## src/sv/a8mab_pkg.sv

```systemverilog
// Shared types, register indexes and pixel helpers for the A8 mask alpha blender.
package a8mab_pkg;

    typedef logic [7:0]  t_chan;
    typedef logic [15:0] t_sum;

    localparam int CFG_IDX_W  = 3;
    localparam int CFG_DATA_W = 8;

    localparam logic [CFG_IDX_W-1:0] REG_FORMAT = 3'd0;
    localparam logic [CFG_IDX_W-1:0] REG_RED    = 3'd1;
    localparam logic [CFG_IDX_W-1:0] REG_GREEN  = 3'd2;
    localparam logic [CFG_IDX_W-1:0] REG_BLUE   = 3'd3;
    localparam logic [CFG_IDX_W-1:0] REG_ALPHA  = 3'd4;

    localparam logic FMT_RGB565   = 1'b0;
    localparam logic FMT_RGBA8888 = 1'b1;

    localparam t_chan ALPHA_RESET = 8'hFF;
    localparam t_chan CHAN_FULL   = 8'hFF;

    // Pack three 8-bit channels to RGB565 by truncation.
    function automatic logic [15:0] pack_565(input t_chan r, input t_chan g, input t_chan b);
        pack_565 = {r[7:3], g[7:2], b[7:3]};
    endfunction

endpackage

```

## src/sv/a8mab_mix.sv

```systemverilog
// One colour channel lane: registered mix sum, then rounding division by 255.
module a8mab_mix (
    input  logic              i_clk,
    input  logic              i_en,
    input  a8mab_pkg::t_chan  i_a,
    input  a8mab_pkg::t_chan  i_c,
    input  a8mab_pkg::t_chan  i_d,
    output a8mab_pkg::t_chan  o_q
);
    import a8mab_pkg::*;

    logic [16:0] n_sum;
    t_sum        r_sum;
    logic [16:0] w_div;

    // a*c + (255-a)*d + 127 never exceeds 65152
    always_comb begin
        n_sum = 17'(i_a) * 17'(i_c) + 17'(CHAN_FULL - i_a) * 17'(i_d) + 17'd127;
    end

    always_ff @(posedge i_clk) begin
        if (i_en) begin
            r_sum <= n_sum[15:0];
        end
    end

    // exact x/255 for any x up to 65152, the largest sum above
    assign w_div = (17'(r_sum) + 17'(r_sum[15:8]) + 17'd1) >> 8;
    assign o_q   = w_div[7:0];

endmodule

```

## src/sv/a8_mask_alpha_blend.sv

```systemverilog
// Top level of the A8 coverage mask source-over blender (RGB565 / RGBA8888).
//
// Usage:
//   Input channel:  i_valid / o_stall carry i_mask_alpha and i_dst_pixel.
//   Output channel: o_valid / i_stall carry o_pixel_out and o_write_needed.
//   A transfer happens on a rising edge with valid high and stall low.
//   Config channel: i_cfg_valid / o_cfg_ready with i_cfg_index, i_cfg_data;
//   o_cfg_ready is always high, indexes beyond the register list are dropped.
//   Write configuration only while the pipe is empty.
// Timing:
//   Three register stages (alpha product, channel mix sums, divide/pack into
//   the output register); o_valid is the valid bit of the third stage.
//   Throughput is one pixel per clock while i_stall is low, as every stage
//   is fully pipelined.
// Reset (i_rst_n low, synchronous): all stage valid bits clear, the colour
// resets to black, alpha to 255, format to RGB565.
// Stall: a stage advances when it is empty or the one after it moves, so a
// held output fills the pipe bubble-free; o_stall rises only once all three
// stages hold a pixel and i_stall is high. Nothing is dropped or repeated.
module a8_mask_alpha_blend (
    input  logic                                i_clk,
    input  logic                                i_rst_n,
    // pixel input
    input  logic                                i_valid,
    output logic                                o_stall,
    input  logic [7:0]                          i_mask_alpha,
    input  logic [31:0]                         i_dst_pixel,
    // pixel output
    output logic                                o_valid,
    input  logic                                i_stall,
    output logic [31:0]                         o_pixel_out,
    output logic                                o_write_needed,
    // configuration
    input  logic                                i_cfg_valid,
    output logic                                o_cfg_ready,
    input  logic [a8mab_pkg::CFG_IDX_W-1:0]     i_cfg_index,
    input  logic [a8mab_pkg::CFG_DATA_W-1:0]    i_cfg_data
);
    import a8mab_pkg::*;

    // configuration registers
    logic  r_format;
    t_chan r_red, r_green, r_blue, r_alpha;

    // stage valid bits and advance control
    logic r_v1, r_v2, r_v3;
    logic w_rdy1, w_rdy2, w_rdy3;
    logic w_en1, w_en2, w_en3;

    // stage 1: effective alpha
    t_chan       r1_a;
    logic        r1_zero;
    logic [31:0] r1_px;
    logic [15:0] n1_prod;
    logic [31:0] n1_px;

    // stage 2: mix sums live in the lanes
    logic        r2_zero;
    logic        r2_full;
    logic        r2_format;
    logic [31:0] r2_px;
    t_chan       w_d [4];
    t_chan       w_c [4];
    t_chan       w_q [4];

    // stage 3: output register
    logic [31:0] r3_pixel;
    logic        r3_write;
    logic [31:0] n3_pixel;

    assign w_rdy3 = !r_v3 || !i_stall;
    assign w_rdy2 = !r_v2 || w_rdy3;
    assign w_rdy1 = !r_v1 || w_rdy2;
    assign w_en1  = w_rdy1;
    assign w_en2  = w_rdy2;
    assign w_en3  = w_rdy3;

    assign o_stall     = !w_rdy1;
    assign o_cfg_ready = 1'b1;

    // configuration writes
    always_ff @(posedge i_clk) begin
        if (!i_rst_n) begin
            r_format <= FMT_RGB565;
            r_red    <= '0;
            r_green  <= '0;
            r_blue   <= '0;
            r_alpha  <= ALPHA_RESET;
        end else if (i_cfg_valid) begin
            case (i_cfg_index)
                REG_FORMAT: r_format <= i_cfg_data[0];
                REG_RED:    r_red    <= i_cfg_data;
                REG_GREEN:  r_green  <= i_cfg_data;
                REG_BLUE:   r_blue   <= i_cfg_data;
                REG_ALPHA:  r_alpha  <= i_cfg_data;
                default: ;
            endcase
        end
    end

    always_ff @(posedge i_clk) begin
        if (!i_rst_n) begin
            r_v1 <= 1'b0;
            r_v2 <= 1'b0;
            r_v3 <= 1'b0;
        end else begin
            if (w_en1) r_v1 <= i_valid;
            if (w_en2) r_v2 <= r_v1;
            if (w_en3) r_v3 <= r_v2;
        end
    end

    // stage 1: a = (m * alpha + 128) >> 8; RGB565 ignores the upper half
    always_comb begin
        n1_prod = 16'(i_mask_alpha) * 16'(r_alpha) + 16'd128;
        n1_px   = (r_format == FMT_RGB565) ? {16'd0, i_dst_pixel[15:0]} : i_dst_pixel;
    end

    always_ff @(posedge i_clk) begin
        if (w_en1) begin
            r1_a    <= n1_prod[15:8];
            r1_zero <= (i_mask_alpha == 8'd0);
            r1_px   <= n1_px;
        end
    end

    // stage 2: lane operands; lanes are B, G, R, A in RGBA8888 order
    always_comb begin
        if (r_format == FMT_RGBA8888) begin
            w_d[0] = r1_px[7:0];
            w_d[1] = r1_px[15:8];
            w_d[2] = r1_px[23:16];
            w_d[3] = r1_px[31:24];
        end else begin
            // bit replication up to 8 bits
            w_d[0] = {r1_px[4:0],   r1_px[4:2]};
            w_d[1] = {r1_px[10:5],  r1_px[10:9]};
            w_d[2] = {r1_px[15:11], r1_px[15:13]};
            w_d[3] = '0;
        end
        w_c[0] = r_blue;
        w_c[1] = r_green;
        w_c[2] = r_red;
        w_c[3] = CHAN_FULL;
    end

    for (genvar g = 0; g < 4; g++) begin : g_lane
        a8mab_mix u_mix (
            .i_clk (i_clk),
            .i_en  (w_en2),
            .i_a   (r1_a),
            .i_c   (w_c[g]),
            .i_d   (w_d[g]),
            .o_q   (w_q[g])
        );
    end

    always_ff @(posedge i_clk) begin
        if (w_en2) begin
            r2_zero   <= r1_zero;
            r2_full   <= (r1_a == CHAN_FULL);
            r2_format <= r_format;
            r2_px     <= r1_px;
        end
    end

    // stage 3: select and pack
    always_comb begin
        if (r2_zero) begin
            n3_pixel = r2_px;
        end else if (r2_format == FMT_RGBA8888) begin
            n3_pixel = {w_q[3], w_q[2], w_q[1], w_q[0]};
        end else if (r2_full) begin
            // an effective alpha of 255 writes the colour straight through
            n3_pixel = {16'd0, pack_565(r_red, r_green, r_blue)};
        end else begin
            n3_pixel = {16'd0, pack_565(w_q[2], w_q[1], w_q[0])};
        end
    end

    always_ff @(posedge i_clk) begin
        if (w_en3) begin
            r3_pixel <= n3_pixel;
            r3_write <= !r2_zero;
        end
    end

    assign o_valid        = r_v3;
    assign o_pixel_out    = r3_pixel;
    assign o_write_needed = r3_write;

endmodule

```

## config.mk

```make
export PLATFORM = sky130hd
export DESIGN_NAME = a8_mask_alpha_blend
export DESIGN_NICKNAME = d
export VERILOG_FILES = /design/src/sv/a8mab_pkg.sv /design/src/sv/a8mab_mix.sv /design/src/sv/a8_mask_alpha_blend.sv
export SDC_FILE = /design/constraint.sdc
export NUM_CORES = 2
export LEC_CHECK = 0
export ABC_AREA = 1
export ABC_CLOCK_PERIOD_IN_PS = 5900
export BUFFER_PORTS_ARGS = -buffer_cell sky130_fd_sc_hd__buf_4
export CORE_UTILIZATION = 59
export CTS_CLUSTER_SIZE = 8
export DETAILED_ROUTE_END_ITERATION = 6
export PLACE_DENSITY = 0.75
export SYNTH_ARGS = -nofsm -noshare
export SYNTH_HDL_FRONTEND = slang
export SYNTH_SLANG_ARGS = --single-unit
```

## constraint.sdc

```tcl
create_clock -name i_clk -period 5.9 [get_ports i_clk]
set_clock_uncertainty 0.15 [all_clocks]
set_input_delay 0.59 -clock i_clk [delete_from_list [all_inputs] [get_ports i_clk]]
set_output_delay 0.59 -clock i_clk [all_outputs]
set_load 0.005 [all_outputs]
```

# Yosys cells after proc, flatten, opt, wreduce, memory -nomap -nowiden
# Cells that the tools add are included.
# totals
reg_bits	209
inputBits	56
out_inout_bits	36
# classes
add_sub_neg	18
multipliers	9
eq_ne	5
mux	4
n_reduce_logical	16
# op_table
cell	n
32-bit 2-to-1 mux	3
17-bit by 8-bit multiplier with 16-bit output	4
16-bit by 1-bit adder with 16-bit output, second input constant	4
16-bit adder	4
16-bit by 7-bit adder with 16-bit output, second input constant	4
16-bit by 8-bit adder with 16-bit output	4
8-bit by 8-bit multiplier with 16-bit output	4
16-bit by 8-bit adder with 16-bit output, second input constant	1
8-bit by 8-bit multiplier with 16-bit output, second input constant	1
16-bit 2-to-1 mux	1
2-bit AND reduction	5
8-bit by 8-bit subtractor with 9-bit output, first input constant	1
8-bit == test, second input constant	1
8-bit zero test	1
3-bit by 2-bit == test with 1-bit output, second input constant	2
1-bit zero test	6
3-bit by 1-bit == test with 1-bit output, second input constant	1
3-bit == test, second input constant	1
3-bit zero test	1
1-bit logical OR	3

# Longest topological paths before layout
# depth
ltp_word	5
depth_mapped	25
depth_no_buf	24

# Cells and area by module
# Synthesis repeated with hierarchy kept, for this count alone.
# unflattened
hier_cells	4125
hier_area_um2	31546.5
# modules_own_cells
module	n_inst	cells_per_inst	area_per_inst_um2
a8mab_mix at g_lane[1].u_mix ...	2	814	5884.4
a8_mask_alpha_blend	1	857	7958.9
a8mab_mix at g_lane[0].u_mix	1	828	5939.4
a8mab_mix at g_lane[3].u_mix	1	812	5879.4

# Worst setup path after synthesis
# Ideal clock, no wire load.
# synth_timing
path_type	reg-to-reg
startpoint	reg r1_a[5]
endpoint	reg g_lane[1].u_mix.r_sum[13] (data pin)
arrival_time_ps	5518
required_ps	5490
slack_ps	-27
path_stages_with_launch	24
n_path_buf	2
period_less_slack_ps	5927
cell_sequence	edfxtp_1 > clkbuf_1 > inv_1 > buf_1 > nand2_1 > fa_1 > inv_1 > fa_1 > fa_1 > fa_1 > fa_1 > inv_1 > fa_1 > inv_1 > ha_1 > nand2_1 > inv_1 > a21oi_1 > inv_1 > nand2_1 > nand2_1 > nand2_1 > nand2_1 > xor2_1
# synth_between
elab_chain_cells	4
elab_cells_between_ends	5
cone_classes	add/sub: 3; mul: 2
# synth_lines
item	line	source
start: declaration	a8_mask_alpha_blend.sv:51	t_chan r1_a;
start signal: assignment	a8_mask_alpha_blend.sv:121	r1_a <= n1_prod[15:8];
8-bit by 8-bit subtractor with 9-bit output	a8mab_mix.sv:18	n_sum = 17'(i_a) * 17'(i_c) + 17'(CHAN_FULL - i_a) * 17'(i_d) + 17'd127;
17-bit by 8-bit multiplier with 16-bit output	a8mab_mix.sv:18	
16-bit adder *	a8mab_mix.sv:18	
16-bit by 7-bit adder with 16-bit output *	a8mab_mix.sv:18	
named net g_lane[1].u_mix.n_sum[13]	a8mab_mix.sv:12	logic [16:0] n_sum;
end signal: assignment	a8mab_mix.sv:23	r_sum <= n_sum[15:0];
end: declaration	a8mab_mix.sv:13	t_sum r_sum;
# Mark *: on every way through the listed nets, which the timed path passes. The rest lies on a longest branch.
# A chain may end at the register's enable or synchronous reset.

# Worst setup path in the final report
# layout_timing
startpoint	reg r_format
endpoint	reg g_lane[2].u_mix.r_sum[12] (data pin)
# layout_between
elab_chain_cells	4
# layout_lines
item	line	source
start: declaration	a8_mask_alpha_blend.sv:42	logic r_format;
start signal: assignment	a8_mask_alpha_blend.sv:91	REG_FORMAT: r_format <= i_cfg_data[0];
32-bit 2-to-1 mux	a8_mask_alpha_blend.sv:129	if (r_format == FMT_RGBA8888) begin
17-bit by 8-bit multiplier with 16-bit output	a8mab_mix.sv:18	
16-bit adder	a8mab_mix.sv:18	
16-bit by 7-bit adder with 16-bit output	a8mab_mix.sv:18	
named net g_lane[2].u_mix.n_sum[12]	a8mab_mix.sv:12	
end signal: assignment	a8mab_mix.sv:23	
end: declaration	a8mab_mix.sv:13	
# The timed path passes the listed nets, and every way through them passes these cells.

==> metrics.cfg <==
[timing]
finalHoldViolCount = 0
clock.fmax_mhz = 175
layout_min_cycle_time_ns = 5.72
fin_setup_tns_ns = 0
setup_viol = 0
fin_ws_ns = 0.183
slew_headroom_pct = 23.9
tightest_slew_ns = 1.14
period_share_pct = 96.9
rsz0062_at_grt = true
report.final.slew_viol_count = 0

[finish]
drive_gt1_share_pct = 6.71
layout.cells.non_filler = 4160
syn2layout_area_growth_pct = 9.18
final_nets = 4309
diodes = 0
final_area_um2 = 31500
fillers = 3982

[synthesis]
synth.avg_cell_area_um2 = 8.37
ys_ff_latch = 209
syn-num-nets = 4238
ys_seq_area_share_pct = 20.5
ys_warn_count = 0
ys_top_cells_by_count = inv_1, nand2_1, fa_1
synthDistinctLibCells = 49
yosysTopAreaCellShare_pct = 30.8
synth.area.top_cells = fa_1, edfxtp_1, ha_1
synth_flop_cell = edfxtp_1
synth_area_um2 = 28900
synthCells = 3450
async_reset_ff_share_pct = 0
yosys.cell_count.top_type = inv_1
synth_edf_count = 173
yosysTopAreaCell = fa_1

[detailed_routing]
first_pass_iters = 6
vias = 22300
routedWlPerCell_um = 17.2
wl_met3_um = 7410
drc = 0
wl_met2_um = 33300
drt_iter0_drc = 1955
vias_per_cell = 5.37
m1WireLength_um = 28400
ant_nets = 0
routed_wl_um = 71400
top_layer_used = met4

[clock_network]
clkLatencyLatePin_ns = 0.59
htreeDepth = 1
cts_root_buffer = clkbuf_16
clock_sinks = 209
cts_buffers = 31
tritoncts = done
cts-hold-fix-buffers = 0
clk_pin_slew_ns = 0.05
clockBufferDepth = 3

[grt]
grt_pass1_vias = 22800
grt_pass1_wl_um = 116000
antenna_found_initial = 0
gr-total-overflow = 0
grt_max_degree = 61
grt_usage_pct = 29.8

[floorplanning]
die_w_um = 223
start_util_pct = 60.1
rows = 80
dieArea_um2 = 49800
chipHeight_um = 223
core-area_um2 = 48000
io_pins = 92

[outcome]
status = complete, no violations

[place]
dp_hpwl_um = 55500
dpl_cell_area_um2 = 30400
dp_slack_ns = 0.0490
dp.cells = 4095
place.gp.congestion = 0.937
port_buffers = 90

[critical_path]
critPathRequiredTime_ns = 6.08
critical_path_class = register to register
cp_max_fo = 16
start_kind = register
reg2reg_depth = 21
endpoint_kind = register
arrival_ns = 5.89

[hold_path]
hold_class = input pin to register
hold_depth = 1

[run]
max_cap_viol_count = 0

critical path: stages, from the launching register on:
cell	delay, ns
dfxtp_4	0.42
inv_6	0.09
or2_2	0.29
o21ai_2	0.19
nor2_1	0.11
fa_1	0.50
inv_1	0.06
fa_1	0.53
inv_1	0.05
fa_1	0.50
fa_1	0.43
fa_1	0.49
inv_1	0.05
fa_1	0.47
inv_1	0.04
ha_1	0.33
a21oi_1	0.17
o21ai_0	0.11
a21oi_1	0.21
nor2_1	0.06
nor2_1	0.11
xnor2_1	0.08
cell usage in the layout, fill, tap and decap left out, types with 13 or more instances in the layout:
cell type  count
nand3_1       96
nand4_1       18
fa_1         444
clkbuf_1      22
xnor2_1       29
buf_12        13
edfxtp_1     173
o21ai_0       55
xor2_1        44
inv_1        874
nor2_1       275
buf_4        130
nand2_1      789
clkbuf_16     33
a21oi_1       95
dfxtp_1       35
ha_1         287
worst paths after layout:
path                  startpoint  slack (ns)                         to
hold reg to reg          r1_zero        0.28                    r2_zero
setup / recovery        r_format        0.18  g_lane[2].u_mix.r_sum[12]
hold / removal    i_dst_pixel[1]        0.04                   r1_px[1]
setup reg to reg        r_format        0.18  g_lane[2].u_mix.r_sum[12]
cell families after synthesis:
| family | Yosys count | synth area share (%) |
|---|---|---|
| AND/OR/NAND/NOR | 1230 | 17.0 |
| adder cells (fa/ha/maj) | 732 | 43.3 |
| flip-flops | 209 | 20.5 |
| XOR/XNOR | 74 | 2.24 |
| AO/OA/AOI/OAI | 208 | 3.95 |
| other | 1 | 0.0130 |
| buffers and inverters | 996 | 13.0 |
through the flow:
step / hold slack [ns] / utilization, %
finish: 0.0367 / 65.6
global placement: 0.272 / 63.3
CTS: 0.0269 / 65.2
detailed placement: 0.264 / 63.3
floorplan: 0.250 / -
global route: 0.0268 / 65.6
routing by layer:
| metal | global-route usage (%) | vias up |
|---|---|---|
| met5 | 0 | - |
| met4 | 10.0 | 0 |
| met3 | 6.80 | 152 |
| met2 | 48.6 | 973 |
| met1 | 39.3 | 10800 |
| li1 | - | 10400 |
flip-flops by register name, indices dropped and copies added, names as in the netlist:
signal and cells:
r_blue 8, r2_full 1, o_valid 1, r_v2 1, r_alpha 8, r1_a 8, g_lane.u_mix.r_sum 64, r1_zero 1
r_format 1, o_write_needed 1, r_red 8, o_pixel_out 32, r1_px 32, r_v1 1, r2_format 1, r2_zero 1
r_green 8, r2_px 32
layout make-up:
class / instances / area (um2) / area share (%)
Clock buffer: 55 / 886 / 2.81
Clock inverter: 2 / 35.0 / 0.111
Inverter: 888 / 3340 / 10.6
Multi-Input combinational cell: 2245 / 19300 / 61.1
Sequential cell: 209 / 5920 / 18.8
Tap cell: 615 / 769 / 2.44
Timing Repair Buffer: 146 / 1300 / 4.12
repair_timing:
action | 4_1_cts | 5_1_grt
buffers inserted | 0 | 6
resized for setup | 0 | 36
endpoints found under the setup margin | 0 | 23
Power is left out: the tool's default activity adds up to more than one toggle a clock period on the data nets, which glitch-free logic cannot reach.
